$ cat src/rtl/core/gtcf_pkg.sv
`default_nettype none
// ----------------------------------------------------------------------------
// gtcf_pkg
// Shared types, codes and helpers for the GIF transparency clear filter.
// ----------------------------------------------------------------------------
package gtcf_pkg;

	// parse phase codes
	localparam logic [3:0] PH_HEADER   = 4'd0;
	localparam logic [3:0] PH_GPAL     = 4'd1;
	localparam logic [3:0] PH_INTRO    = 4'd2;
	localparam logic [3:0] PH_IMGDESC  = 4'd3;
	localparam logic [3:0] PH_LPAL     = 4'd4;
	localparam logic [3:0] PH_LZWSIZE  = 4'd5;
	localparam logic [3:0] PH_EXTTYPE  = 4'd6;
	localparam logic [3:0] PH_SUBLEN   = 4'd7;
	localparam logic [3:0] PH_SUBDATA  = 4'd8;
	localparam logic [3:0] PH_DONE     = 4'd9;
	localparam logic [3:0] PH_BADSIG   = 4'd10;
	localparam logic [3:0] PH_BADINTRO = 4'd11;

	// status codes
	localparam logic [1:0] ST_PARSING  = 2'd0;
	localparam logic [1:0] ST_TRAILER  = 2'd1;
	localparam logic [1:0] ST_BADSIG   = 2'd2;
	localparam logic [1:0] ST_BADINTRO = 2'd3;

	// block introducers and markers
	localparam logic [7:0] CH_TRAILER = 8'h3B;
	localparam logic [7:0] CH_IMAGE   = 8'h2C;
	localparam logic [7:0] CH_EXT     = 8'h21;
	localparam logic [7:0] EXT_GCE    = 8'hF9;
	localparam logic [7:0] GCE_LEN    = 8'h04;
	localparam logic [7:0] TRANS_MASK = 8'hFE;

	// screen descriptor layout
	localparam logic [9:0] SIG_LEN     = 10'd4;
	localparam logic [9:0] SD_PACKED   = 10'd10;
	localparam logic [9:0] SD_LAST     = 10'd12;
	localparam logic [9:0] ID_LAST     = 10'd8;

	// register index
	localparam logic REG_CLEAR_ENABLE = 1'b0;

	typedef logic [9:0] count_t;

	// "GIF8"
	function automatic logic [7:0] sig_byte(input logic [1:0] idx);
		logic [7:0] v;
		case (idx)
			2'd0:    v = 8'h47;
			2'd1:    v = 8'h49;
			2'd2:    v = 8'h46;
			default: v = 8'h38;
		endcase
		return v;
	endfunction

	// palette size in bytes from a packed flag byte
	function automatic count_t palette_bytes(input logic [7:0] packed_b);
		count_t base;
		base = 10'd3;
		if (!packed_b[7])
			return 10'd0;
		return base << ({1'b0, packed_b[2:0]} + 4'd1);
	endfunction

endpackage
`default_nettype wire

$ cat src/rtl/core/gif_transparency_clear_filter_top.sv
`default_nettype none
// ----------------------------------------------------------------------------
// gif_transparency_clear_filter_top
// Byte-stream GIF parser that clears the transparency flag of GCE blocks.
// ----------------------------------------------------------------------------
// The block takes a GIF file one byte per item on the slave stream and hands
// every byte on over the master stream, one result item per input item, in
// order. It checks the "GIF8" signature, walks the screen descriptor,
// palettes, image descriptors, extensions and sub-block chains, and, while
// clear_enable is 1, clears bit 0 of the first data byte of every 4-byte
// sub-block inside a Graphic Control Extension. A byte with s_tuser high
// starts a new file. Each result carries the status after that byte (parsing,
// trailer, bad signature, unknown introducer) and a sticky changed flag; after
// the trailer or an error, bytes pass unchanged and status holds until the
// next start. Rate: one item per clock unless m_tready stalls the output.
// The parse step is a single pass of logic between the parse state registers
// and the output register, and the input is ready whenever the output register
// is empty or being taken, so results are registered. clear_enable resets to 1.
// ----------------------------------------------------------------------------
module gif_transparency_clear_filter_top (
	input  wire logic        clk,
	input  wire logic        arst_n,
	// input stream
	input  wire logic        s_tvalid,
	output logic             s_tready,
	input  wire logic [7:0]  s_tdata,   // [7:0] in_byte
	input  wire logic        s_tuser,   // [0] start_file
	// output stream
	output logic             m_tvalid,
	input  wire logic        m_tready,
	output logic [15:0]      m_tdata,   // [7:0] out_byte, [9:8] status, [10] changed
	// config port
	input  wire logic        psel,
	input  wire logic        penable,
	input  wire logic        pwrite,
	input  wire logic [2:0]  paddr,
	input  wire logic [31:0] pwdata,
	output logic [31:0]      prdata,
	output logic             pready
);

	// parse state
	logic [3:0]      phase_q;
	gtcf_pkg::count_t byte_count_q;
	gtcf_pkg::count_t pal_len_q;
	logic            in_gce_q;
	logic            clear_next_q;
	logic            changed_q;
	logic            clear_enable_q;

	// output register
	logic [7:0]      out_byte_s1;
	logic [1:0]      status_s1;
	logic            changed_s1;
	logic            valid_s1;

	logic            accept;
	logic            cfg_wr;

	// state seen by this byte, after a possible restart
	logic [3:0]      c_phase;
	gtcf_pkg::count_t c_bc;
	gtcf_pkg::count_t c_pal;
	logic            c_gce;
	logic            c_cn;
	logic            c_chg;

	// next state
	logic [3:0]      ph_n;
	gtcf_pkg::count_t bc_n;
	gtcf_pkg::count_t pal_n;
	gtcf_pkg::count_t bc_inc;
	logic            gce_n;
	logic            cn_n;
	logic            chg_n;
	logic [7:0]      ob;
	logic [1:0]      st;
	logic [7:0]      b;

	assign b        = s_tdata;
	assign s_tready = !valid_s1 || m_tready;
	assign accept   = s_tvalid && s_tready;

	// ---- config port: one register, no wait states ----
	assign pready = 1'b1;
	assign cfg_wr = psel && penable && pwrite && pready;
	assign prdata = (paddr[2] == gtcf_pkg::REG_CLEAR_ENABLE) ?
		{31'd0, clear_enable_q} : 32'd0;

	always_ff @(posedge clk or negedge arst_n) begin
		if (!arst_n) begin
			clear_enable_q <= 1'b1;
		end else if (cfg_wr && paddr[2] == gtcf_pkg::REG_CLEAR_ENABLE) begin
			clear_enable_q <= pwdata[0];
		end
	end

	// ---- parse step ----
	always_comb begin
		if (s_tuser) begin
			c_phase = gtcf_pkg::PH_HEADER;
			c_bc    = '0;
			c_pal   = '0;
			c_gce   = 1'b0;
			c_cn    = 1'b0;
			c_chg   = 1'b0;
		end else begin
			c_phase = phase_q;
			c_bc    = byte_count_q;
			c_pal   = pal_len_q;
			c_gce   = in_gce_q;
			c_cn    = clear_next_q;
			c_chg   = changed_q;
		end

		ph_n   = c_phase;
		bc_n   = c_bc;
		pal_n  = c_pal;
		gce_n  = c_gce;
		cn_n   = c_cn;
		chg_n  = c_chg;
		ob     = b;
		bc_inc = c_bc + 10'd1;

		case (c_phase)
			gtcf_pkg::PH_HEADER: begin
				if (c_bc < gtcf_pkg::SIG_LEN && b != gtcf_pkg::sig_byte(c_bc[1:0])) begin
					ph_n = gtcf_pkg::PH_BADSIG;
				end else begin
					if (c_bc == gtcf_pkg::SD_PACKED)
						pal_n = gtcf_pkg::palette_bytes(b);
					if (c_bc >= gtcf_pkg::SD_LAST) begin
						bc_n = '0;
						ph_n = (pal_n != '0) ? gtcf_pkg::PH_GPAL : gtcf_pkg::PH_INTRO;
					end else begin
						bc_n = bc_inc;
					end
				end
			end
			gtcf_pkg::PH_GPAL, gtcf_pkg::PH_LPAL: begin
				bc_n = bc_inc;
				if (bc_inc >= c_pal) begin
					bc_n = '0;
					ph_n = (c_phase == gtcf_pkg::PH_GPAL) ?
						gtcf_pkg::PH_INTRO : gtcf_pkg::PH_LZWSIZE;
				end
			end
			gtcf_pkg::PH_INTRO: begin
				if (b == gtcf_pkg::CH_TRAILER) begin
					ph_n = gtcf_pkg::PH_DONE;
				end else if (b == gtcf_pkg::CH_IMAGE) begin
					bc_n = '0;
					ph_n = gtcf_pkg::PH_IMGDESC;
				end else if (b == gtcf_pkg::CH_EXT) begin
					ph_n = gtcf_pkg::PH_EXTTYPE;
				end else begin
					ph_n = gtcf_pkg::PH_BADINTRO;
				end
			end
			gtcf_pkg::PH_IMGDESC: begin
				if (c_bc >= gtcf_pkg::ID_LAST) begin
					pal_n = gtcf_pkg::palette_bytes(b);
					bc_n  = '0;
					ph_n  = (pal_n != '0) ? gtcf_pkg::PH_LPAL : gtcf_pkg::PH_LZWSIZE;
				end else begin
					bc_n = bc_inc;
				end
			end
			gtcf_pkg::PH_LZWSIZE: begin
				gce_n = 1'b0;
				ph_n  = gtcf_pkg::PH_SUBLEN;
			end
			gtcf_pkg::PH_EXTTYPE: begin
				gce_n = (b == gtcf_pkg::EXT_GCE);
				ph_n  = gtcf_pkg::PH_SUBLEN;
			end
			gtcf_pkg::PH_SUBLEN: begin
				if (b == 8'd0) begin
					gce_n = 1'b0;
					ph_n  = gtcf_pkg::PH_INTRO;
				end else begin
					bc_n = {2'b00, b};
					cn_n = c_gce && (b == gtcf_pkg::GCE_LEN);
					ph_n = gtcf_pkg::PH_SUBDATA;
				end
			end
			gtcf_pkg::PH_SUBDATA: begin
				// first byte of a GCE block holds the transparency flag
				if (c_cn) begin
					if (clear_enable_q) begin
						ob    = b & gtcf_pkg::TRANS_MASK;
						chg_n = 1'b1;
					end
					cn_n = 1'b0;
				end
				if (c_bc != '0)
					bc_n = c_bc - 10'd1;
				if (bc_n == '0)
					ph_n = gtcf_pkg::PH_SUBLEN;
			end
			default: begin
				// done and error phases: pass through, hold everything
			end
		endcase

		case (ph_n)
			gtcf_pkg::PH_DONE:     st = gtcf_pkg::ST_TRAILER;
			gtcf_pkg::PH_BADSIG:   st = gtcf_pkg::ST_BADSIG;
			gtcf_pkg::PH_BADINTRO: st = gtcf_pkg::ST_BADINTRO;
			default:               st = gtcf_pkg::ST_PARSING;
		endcase
	end

	always_ff @(posedge clk or negedge arst_n) begin
		if (!arst_n) begin
			phase_q      <= gtcf_pkg::PH_HEADER;
			byte_count_q <= '0;
			pal_len_q    <= '0;
			in_gce_q     <= 1'b0;
			clear_next_q <= 1'b0;
			changed_q    <= 1'b0;
		end else if (accept) begin
			phase_q      <= ph_n;
			byte_count_q <= bc_n;
			pal_len_q    <= pal_n;
			in_gce_q     <= gce_n;
			clear_next_q <= cn_n;
			changed_q    <= chg_n;
		end
	end

	// ---- output register ----
	always_ff @(posedge clk or negedge arst_n) begin
		if (!arst_n) begin
			valid_s1 <= 1'b0;
		end else if (s_tready) begin
			valid_s1 <= s_tvalid;
		end
	end

	always_ff @(posedge clk) begin
		if (accept) begin
			out_byte_s1 <= ob;
			status_s1   <= st;
			changed_s1  <= chg_n;
		end
	end

	assign m_tvalid = valid_s1;
	assign m_tdata  = {5'd0, changed_s1, status_s1, out_byte_s1};

	// ---- assertions ----

	// a pending flag clear only exists at the start of a 4-byte GCE block
	a_clear_next_ctx: assert property (@(posedge clk) disable iff (!arst_n)
		clear_next_q |-> (phase_q == gtcf_pkg::PH_SUBDATA && in_gce_q
			&& byte_count_q == 10'd4))
		else $error("clear_next set outside a GCE length-4 block");

	// changed only rises when clearing was enabled for that byte
	a_changed_enable: assert property (@(posedge clk) disable iff (!arst_n)
		$rose(changed_q) |-> $past(clear_enable_q))
		else $error("changed set while clearing disabled");

	// terminal phases hold until a new file starts
	a_terminal_hold: assert property (@(posedge clk) disable iff (!arst_n)
		(accept && !s_tuser && (phase_q == gtcf_pkg::PH_DONE
			|| phase_q == gtcf_pkg::PH_BADSIG || phase_q == gtcf_pkg::PH_BADINTRO))
		|=> phase_q == $past(phase_q))
		else $error("terminal phase left without start_file");

	// every accepted byte produces a result
	a_accept_result: assert property (@(posedge clk) disable iff (!arst_n)
		accept |=> m_tvalid)
		else $error("accepted item produced no result");

endmodule
`default_nettype wire
$ cat config.mk
export PLATFORM = sky130hd
export DESIGN_NAME = gif_transparency_clear_filter_top
export DESIGN_NICKNAME = d
export VERILOG_FILES = /design/src/rtl/core/gtcf_pkg.sv /design/src/rtl/core/gif_transparency_clear_filter_top.sv
export SDC_FILE = /design/constraint.sdc
export NUM_CORES = 1
export LEC_CHECK = 0
export ABC_AREA = 0
export BUFFER_PORTS_ARGS = -buffer_cell sky130_fd_sc_hd__buf_2
export CORE_MARGIN = 4
export CORE_UTILIZATION = 44
export CTS_BUF_LIST = sky130_fd_sc_hd__clkbuf_2 sky130_fd_sc_hd__clkbuf_4 sky130_fd_sc_hd__clkbuf_8
export CTS_CLUSTER_SIZE = 12
export DETAILED_ROUTE_END_ITERATION = 8
export GPL_TIMING_DRIVEN = 0
export PLACE_DENSITY = 0.69
export SYNTH_ARGS = -nofsm -noshare
export SYNTH_HDL_FRONTEND = slang
export SYNTH_SLANG_ARGS = --single-unit
$ cat constraint.sdc
create_clock -name clk -period 3.6 [get_ports clk]
set_input_delay 0.18 -clock clk [delete_from_list [all_inputs] [get_ports clk]]
set_output_delay 0.18 -clock clk [all_outputs]
set_load 0.01 [all_outputs]
==> impl_metrics.json, run 1 <==
{
  "status": "finished, final reports clean",
  "drt-initial-drc-count": 444,
  "cts-root-buf": "clkbuf_8",
  "drv_slew": 0,
  "grt_antenna_before_repair": 0,
  "cts.clk_slew.worst_paths_ps": 80,
  "async_flop_share_pct": 72.5,
  "clock_latency_ps": 310,
  "synthCells": 480,
  "cts_buffers": 5,
  "start_util_pct": 46.1,
  "cts_sinks": 40,
  "final_common_cell": "nand2_1",
  "core_area_sq_um": 8380,
  "grt-ovfl-total": 0,
  "grt_pass1_vias": 3605,
  "crit_buf_inv": 2,
  "avgSynthCellArea_sq_um": 8.05,
  "drv_cap": 0,
  "slew_headroom_pct": 30.5,
  "die_y_um": 102,
  "met1_usage_pct": 32.0,
  "grt_util_met3_pct": 4.48,
  "synth.distinct_cells": 82,
  "tns_ps": 0,
  "p_leak_nw": 1.95,
  "vias": 3972,
  "rows": 33,
  "slowest_delay_ps": 450,
  "fin_worst_skew_ps": 8.79,
  "setup_viol_count_final": 0,
  "tritoncts": "done",
  "num_io_pins": 102,
  "met2_usage_pct": 36.5,
  "min_path_type": "input pin to flip-flop",
  "path_class": "flip-flop to flip-flop",
  "tightest_slew_ps": 1040,
  "synth_edf_count": 11,
  "cp.arrival_ps": 3660,
  "die_area_sq_um": 10300,
  "period_share_pct": 98.0,
  "fin_nets": 626,
  "fmax_ghz": 0.283,
  "drtAntennaViolNets": 0,
  "crit_required_ps": 3730,
  "critical_path.startpoint_type": "flip-flop",
  "wl_per_cell_um": 18.2,
  "fp.dieW_um": 102,
  "antenna_cells": 0,
  "hold_viol": 0,
  "cpLargestDelayFamily": "compound AO/OA/AOI/OAI gates",
  "layout_common_cells": "56 x nand2_1, 46 x buf_4, 41 x buf_2, 37 x conb_1, 27 x nor2_1",
  "ys_ff_latch": 40,
  "ys_seq_area_share_pct": 27.4,
  "hpwl_um": 9200,
  "grt_pass1_wl_um": 18800,
  "ys_warn_count": 0,
  "worstPathCellList": "nand2b_1, buf_2, inv_4, ha_4, nand3_2, xnor2_2, nor2_1, ha_1, a211oi_1, o21ai_0, a221o_1, a311o_1, nor2_4, nand2_1, a221oi_2",
  "htree_levels": 2,
  "ys.flop_type": "dfrtp_1",
  "busiest_layer": "met2",
  "drt-pass1-iter-count": 5,
  "routed_wirelength_um": 12100,
  "drc": 0,
  "final_core_util_pct": 53.6,
  "clk_path_buf_depth": 2,
  "end_kind": "flip-flop",
  "period_needed_ps": 3530,
  "area_delta_synth_final_pct": 16.3,
  "numPortBuffers": 30,
  "post_synth_instance_area_sq_um": 3860,
  "slowest_stage": "dfrtp_2",
  "grt_max_degree": 30,
  "viasPerCell": 5.98,
  "fillers": 826,
  "track_usage_pct": 23.1,
  "powerDensity_nw_per_um2": 513,
  "place.gp.congestion": 0.982,
  "drive_above_1_share_pct": 23.4,
  "worst-path-max-fanout": 8,
  "peakVddDrop_v": 0.000191
}
-- worst paths after layout --
path	start	to	slack (ps)	cells past startpoint
max	byte_count_q[0]$_DFFE_PN0P_	status_s1[0]$_DFFE_PP_	70	15
min	s_tdata[7]	out_byte_s1[7]$_DFFE_PP_	70	1
max reg2reg	byte_count_q[0]$_DFFE_PN0P_	status_s1[0]$_DFFE_PP_	70	15
min reg2reg	changed_q$_DFFE_PN0P_	changed_q$_DFFE_PN0P_	490	2
max in group asynchronous	arst_n	byte_count_q[0]$_DFFE_PN0P_	2620	2
min in group asynchronous	arst_n	byte_count_q[4]$_DFFE_PN0P_	460	2
-- sequential cells by signal (all words and copies together) (netlist names), 2 cells and up --
register / flops
pal_len_q: 10
out_byte_s1: 8
phase_q: 4
byte_count_q: 10
status_s1: 2
-- kinds of logic (layout without fill, tap and decap cells) --
| kind of cell | Yosys count | in the layout | synth area share, % |
|---|---|---|---|
| AND/OR/NAND/NOR | 185 | 185 | 25.2 |
| buffers and inverters | 88 | 132 | 13.1 |
| multiplexers | 5 | 5 | 1.46 |
| other | 2 | 37 | 0.194 |
| AO/OA/AOI/OAI | 133 | 133 | 24.9 |
| flip-flops | 40 | 40 | 27.4 |
| XOR/XNOR | 10 | 10 | 2.27 |
| adder cells (fa/ha/maj) | 17 | 17 | 5.50 |
-- routing by layer --
layer  routed length, um  share of wire, %
met5                   0                 0
met4                 328               2.7
met3                1180               9.8
met2                5590                46
met1                5000                41
-- final cells by class --
cell class | instances | area, sq um | share of cell area [%]
timing repair buffer | 37 | 205 | 4.57
sequential | 40 | 1060 | 23.6
inverter | 20 | 77.6 | 1.73
tap | 105 | 131 | 2.92
buffer | 67 | 432 | 9.61
multi-input combinational | 387 | 2470 | 55.0
clock buffer | 5 | 68.8 | 1.53
clock inverter | 3 | 46.3 | 1.03
-- power breakdown --
group          internal [mW]  total, mW  switching, mW  leakage [nW]
clock network          0.209      0.392          0.183        0.0548
registers              0.540      0.601         0.0603         0.482
logic                  0.511       1.31          0.801          1.42
-- worst register-to-register path, stage by stage, from the launching register on --
cell	delay, ps
dfrtp_2	450
nand2b_1	70
buf_2	190
inv_4	120
ha_4	190
nand3_2	110
xnor2_2	270
nor2_1	70
ha_1	200
a211oi_1	210
o21ai_0	110
a221o_1	360
a311o_1	380
nor2_4	190
nand2_1	130
a221oi_2	290
-- stage by stage --
step                instance area, sq um  total power, mW  setup slack [ps]  hold WS [ps]  std cells
floorplan                           4000             1.49               255          -116        515
global placement                    4280             1.77              -659           270        650
detailed placement                  4280             1.78              -623           295        650
CTS                                 4450             2.23             0.105          68.1        660
global route                        4490             2.44             -23.6          61.3        664
finish                              4490             2.31              71.4          69.0        664
-- cell usage after synthesis, types with 6 or more instances --
library cell	number	area, sq um
nand2_1	57	214
buf_4	39	293
dfrtp_1	28	701
nor2_1	28	105
o21ai_0	25	125
a21oi_1	19	95.1
inv_1	19	71.3
nand3_1	18	90.1
a31oi_1	17	106
ha_1	17	213
clkbuf_1	15	56.3
buf_2	11	55.1
edfxtp_1	11	330
nor3_1	11	55.1
nand2b_1	9	56.3
nand4_1	8	50.1
xnor2_1	8	70.1
a211oi_1	7	52.6
a22o_1	7	61.3
and2_1	6	37.5
-- timing repair --
action,CTS,global route
pin swaps,1,3
setup buffers,2,4
endpoints found under the hold margin,28,0
resized for setup,9,9
hold buffers,1,0
setup endpoints to repair,13,13
Note: power is estimated with default switching activity, not from simulation.
==> inputs of run 2 (changes only) <==
--- a/config.mk
+++ b/config.mk
@@ -13,7 +13,7 @@
 export CTS_CLUSTER_SIZE = 12
 export DETAILED_ROUTE_END_ITERATION = 8
 export GPL_TIMING_DRIVEN = 0
-export PLACE_DENSITY = 0.69
+export PLACE_DENSITY = 0.81
 export SYNTH_ARGS = -nofsm -noshare
 export SYNTH_HDL_FRONTEND = slang
 export SYNTH_SLANG_ARGS = --single-unit
==> run 2 against run 1 <==
Register-to-register slack improved by 60 ps. Combinational power increased by 4%. Die area unchanged. Design area increased by 1.3%. Clock skew decreased by 0.72 ps. Flip-flop and latch count unchanged. First-iteration DRC count increased by 2.0%. Core utilization increased by 0.69 points. Largest cell class unchanged.
==> impl_metrics.json, run 2 (synthesis results as in run 1) <==
{
  "rows": 33,
  "htree_levels": 2,
  "cp_common_cell": "buf_2",
  "crit_start": "s_tuser",
  "grt_antenna_before_repair": 0,
  "vias": 4110,
  "place.gp.congestion": 0.996,
  "rsz0062_at_grt": "yes",
  "pre_cts_ws_ps": -806,
  "cts.clk_slew.worst_paths_ps": 80,
  "drv_cap": 0,
  "r2r_start": "byte_count_q[2]$_DFFE_PN0P_",
  "hold_path_startpoint": "s_tdata[7]",
  "fmax_ghz": 0.288,
  "met1_usage_pct": 34.6,
  "whs_ps": 65.9,
  "cts_sinks": 40,
  "tightest_slew_ps": 1090,
  "period_share_pct": 96.5,
  "final_core_util_pct": 54.3,
  "grt_util_met3_pct": 4.55,
  "drive_above_1_share_pct": 24.4,
  "grt-ovfl-total": 0,
  "core_area_sq_um": 8380,
  "cp.arrival_ps": 3520,
  "hpwl_um": 9810,
  "layout_setup_ws_ps": 127,
  "critical_path.startpoint_type": "input pin",
  "worst-path-max-fanout": 10,
  "fillers": 794,
  "end_kind": "flip-flop",
  "grt_pass1_vias": 3781,
  "met2_usage_pct": 40.1,
  "fin_nets": 629,
  "reg_top3": "byte_count_q: 10 flops, pal_len_q: 10 flops, out_byte_s1: 8 flops",
  "fin_total_pwr_mw": 2.36,
  "placedCellCount": 650,
  "cts-root-buf": "clkbuf_8",
  "slowest_stage": "buf_1",
  "path_class": "input pin to flip-flop",
  "peakVddDrop_v": 0.000161,
  "fin_worst_skew_ps": 8.07,
  "clock_latency_ps": 310,
  "powerDensity_nw_per_um2": 518,
  "drt-initial-drc-count": 453,
  "antenna_cells": 0,
  "cts_buffers": 5,
  "numPortBuffers": 30,
  "die_y_um": 102,
  "slew_headroom_pct": 27.2,
  "wl_per_cell_um": 19.3,
  "final_common_cell": "nand2_1",
  "area_delta_synth_final_pct": 17.7,
  "busiest_layer": "met2",
  "track_usage_pct": 24.9,
  "grt_pass1_wl_um": 20100,
  "worstPathCellList": "buf_2, clkbuf_2, buf_2, buf_1, nor2b_1, ha_1, nand2b_1, a21o_1, a221o_1, a311o_1, nor2_4, o211a_2, a221oi_2",
  "min_path_type": "input pin to flip-flop",
  "period_needed_ps": 3470,
  "viasPerCell": 6.16,
  "stdcell_count": 667,
  "setup_viol_count_final": 0,
  "tritoncts": "done",
  "start_util_pct": 46.1,
  "drc": 0,
  "crit_required_ps": 3640,
  "layout_common_cells": "55 x nand2_1, 50 x buf_4, 39 x buf_2, 37 x conb_1",
  "p_leak_nw": 1.97,
  "r2r_setup_slack_ps": 130,
  "num_io_pins": 102,
  "clk_path_buf_depth": 2,
  "cpLargestDelayFamily": "buffers and inverters",
  "hold_viol": 0,
  "drt-pass1-iter-count": 5,
  "drv_slew": 0,
  "slowest_delay_ps": 480,
  "drtAntennaViolNets": 0,
  "die_area_sq_um": 10300,
  "routed_wirelength_um": 12900,
  "status": "finished, final reports clean",
  "crit_buf_inv": 4,
  "fp.dieW_um": 102,
  "grt_max_degree": 30
}
-- run 2: final timing paths --
kind | to | cells past startpoint
worst max-delay path | status_s1[0]$_DFFE_PP_ | 13
worst min-delay path | out_byte_s1[7]$_DFFE_PP_ | 1
worst max register to register | status_s1[0]$_DFFE_PP_ | 12
worst min register to register | changed_q$_DFFE_PN0P_ | 2
max in group asynchronous | byte_count_q[0]$_DFFE_PN0P_ | 2
min in group asynchronous | byte_count_q[2]$_DFFE_PN0P_ | 2
-- run 2: layer usage --
metal / part of all wire (%) / up-vias
met5: 0 / -
met4: 1.7 / 0
met3: 9.8 / 32
met2: 46 / 256
met1: 42 / 1961
li1: - / 1861
-- run 2: cell type report --
type | count | area, sq um | share of cell area [%]
clock inverter | 3 | 46.3 | 1.02
tap | 105 | 131 | 2.89
sequential | 40 | 1060 | 23.3
buffer | 67 | 437 | 9.60
multi-input combinational | 387 | 2500 | 54.9
timing repair buffer | 40 | 228 | 5.00
inverter | 20 | 81.3 | 1.79
clock buffer | 5 | 68.8 | 1.51
-- run 2: where the power goes --
group          leakage, nW  internal (mW)  total (mW)  switching, mW
logic                 1.43          0.535        1.36          0.829
registers            0.482          0.541       0.597         0.0565
clock network       0.0548          0.209       0.398          0.189
total                 1.97           1.28        2.36           1.07
-- run 2: worst reg2reg max path, cell delays in order (launching register included) --
cell and delay (ps):
dfrtp_2 440, clkbuf_4 240, and3_1 190, a31oi_1 100
or2_2 330, ha_1 290, a211oi_1 220, o21ai_0 110
a221o_1 370, a311o_1 370, nor2_4 220, o211a_2 240
a221oi_2 70
-- run 2: stage by stage --
stage / cell area [sq um] / TNS (ps)
2_1_floorplan: 4000 / 0
3_3_place_gp: 4280 / -7440
3_5_place_dp: 4280 / -7440
4_1_cts: 4470 / 0
5_1_grt: 4550 / -19.6
6_report: 4550 / 0
-- run 2: timing repair --
action                                 4_1_cts  5_1_grt
gates resized for setup                     14       10
setup buffers                                3        6
hold buffers                                 1        0
pin swaps                                    1        6
setup endpoints to repair                   13       12
endpoints found under the hold margin       28        0
==> inputs of run 3 (changes only) <==
--- a/config.mk
+++ b/config.mk
@@ -14,6 +14,7 @@
 export DETAILED_ROUTE_END_ITERATION = 8
 export GPL_TIMING_DRIVEN = 0
 export PLACE_DENSITY = 0.81
+export RECOVER_POWER = 100
 export SYNTH_ARGS = -nofsm -noshare
 export SYNTH_HDL_FRONTEND = slang
 export SYNTH_SLANG_ARGS = --single-unit
==> run 3 against run 2 <==
Die area stayed put. Sequential share of layout area is 0.37 points higher. Core utilization is 0.85 points lower. Global-route usage stayed put. Final cell count stayed put. Highest routed layer unchanged. Non-clock buffer count stayed put. The run now ends with capacitance limit, slew limit left. Critical path type is now flip-flop to flip-flop.
==> impl_metrics.json, run 3 (synthesis results as in run 1) <==
{
  "status": "finished with violations",
  "violations": "capacitance limit, slew limit",
  "final_common_cell": "nand2_1",
  "fin_nets": 629,
  "fillers": 811,
  "worst-path-max-fanout": 10,
  "clk_path_buf_depth": 2,
  "htree_levels": 2,
  "powerDensity_nw_per_um2": 520,
  "p_leak_nw": 1.89,
  "wl_per_cell_um": 19.4,
  "vias": 4096,
  "layout_setup_ws_ps": 119,
  "layout_common_cells": "55 x nand2_1, 50 x buf_4, 37 x clkbuf_1, 37 x conb_1, 27 x nor2_1",
  "hpwl_um": 9810,
  "slew_headroom_pct": -20.1,
  "grt-ovfl-total": 0,
  "die_area_sq_um": 10300,
  "fp.dieW_um": 102,
  "area_delta_synth_final_pct": 15.9,
  "pre_cts_ws_ps": -806,
  "core_area_sq_um": 8380,
  "die_y_um": 102,
  "cts-root-buf": "clkbuf_8",
  "cp.arrival_ps": 3520,
  "grt_max_degree": 30,
  "drt-pass1-iter-count": 6,
  "peakVddDrop_v": 0.000161,
  "fin_worst_skew_ps": 6.09,
  "setup_viol_count_final": 0,
  "period_share_pct": 96.7,
  "cts_sinks": 40,
  "crit_required_ps": 3640,
  "cts_buffers": 5,
  "final_core_util_pct": 53.4,
  "whs_ps": 71.2,
  "rows": 33,
  "grt_antenna_before_repair": 0,
  "grt_pass1_vias": 3781,
  "fmax_ghz": 0.287,
  "viasPerCell": 6.14,
  "path_class": "flip-flop to flip-flop",
  "drv_slew": 30,
  "num_io_pins": 102,
  "start_util_pct": 46.1,
  "tritoncts": "done",
  "period_needed_ps": 3480,
  "antenna_cells": 0,
  "critical_path.startpoint_type": "flip-flop",
  "reg_top3": "byte_count_q: 10 flops, pal_len_q: 10 flops, out_byte_s1: 8 flops",
  "rsz0062_at_grt": "yes",
  "clock_latency_ps": 310,
  "min_path_type": "input pin to flip-flop",
  "drt-initial-drc-count": 474,
  "cts.clk_slew.worst_paths_ps": 90,
  "routed_wirelength_um": 12900,
  "drv_cap": 1,
  "end_kind": "flip-flop",
  "track_usage_pct": 24.9,
  "grt_pass1_wl_um": 20100,
  "place.gp.congestion": 0.996,
  "drc": 0,
  "tightest_slew_ps": 1800,
  "drive_above_1_share_pct": 18.9,
  "hold_viol": 0,
  "numPortBuffers": 30,
  "drtAntennaViolNets": 0
}
-- run 3: final cells by class --
type / instances / area [sq um] / share of cell area [%]
Clock buffer: 5 / 68.8 / 1.54
Sequential cell: 40 / 1060 / 23.7
Inverter: 20 / 81.3 / 1.82
Clock inverter: 3 / 46.3 / 1.03
Tap cell: 105 / 131 / 2.93
Multi-Input combinational cell: 387 / 2460 / 55.0
Timing Repair Buffer: 40 / 200 / 4.47
Buffer: 67 / 427 / 9.53
-- run 3: final timing paths --
path,endpoint,from,slack [ps],cells past startpoint
hold / removal,m_tvalid$_DFFE_PN0N_,s_tvalid,70,2
min in group asynchronous,byte_count_q[2]$_DFFE_PN0P_,arst_n,880,2
setup reg to reg,status_s1[0]$_DFFE_PP_,byte_count_q[3]$_DFFE_PN0P_,120,13
setup / recovery,status_s1[0]$_DFFE_PP_,byte_count_q[3]$_DFFE_PN0P_,120,13
hold reg to reg,changed_q$_DFFE_PN0P_,changed_q$_DFFE_PN0P_,510,2
max in group asynchronous,byte_count_q[0]$_DFFE_PN0P_,arst_n,1540,2
-- run 3: what timing repair did --
item / in CTS / in global routing
hold buffers: 1 / 0
pin swaps: 1 / 6
endpoints found under the hold margin: 28 / 0
buffers inserted: 3 / 6
gates cloned: 0 / 0
endpoints found under the setup margin: 13 / 12
gates resized for setup: 14 / 10
-- run 3: metal layers --
layer / up-vias / part of all wire (%) / global-route usage (%)
li1: 1861 / - / -
met1: 1943 / 42 / 34.6
met2: 261 / 46 / 40.1
met3: 31 / 9.9 / 4.55
met4: 0 / 1.8 / 5.93
met5: - / 0 / 0
-- run 3: worst max-delay path, cell delays in order, from the launching register on --
cell      delay, ps
dfrtp_1         370
clkbuf_2        250
nand3_1         200
nor3_1          410
xnor2_1         170
nor2_1           90
ha_1            330
nand4_1         100
nor2_1           50
a221o_1         350
a311o_1         370
nor2_4          220
o211a_2         240
a221oi_2         70
-- run 3: stage by stage --
| step | TNS [ps] | total power, mW | cell area, sq um | instances |
|---|---|---|---|---|
| after floorplan | 0 | 1.49 | 4000 | 515 |
| after global placement | -7440 | 1.78 | 4280 | 650 |
| after detailed placement | -7440 | 1.80 | 4280 | 650 |
| after CTS | 0 | 2.26 | 4470 | 661 |
| after global routing | -19.6 | 2.46 | 4480 | 667 |
| final | 0 | 2.33 | 4480 | 667 |
-- run 3: power breakdown --
group          switching [mW]  total [mW]  internal [mW]  leakage (nW)
Clock                   0.189       0.398          0.209        0.0548
Sequential             0.0542       0.594          0.540         0.482
Combinational           0.820        1.34          0.516          1.35
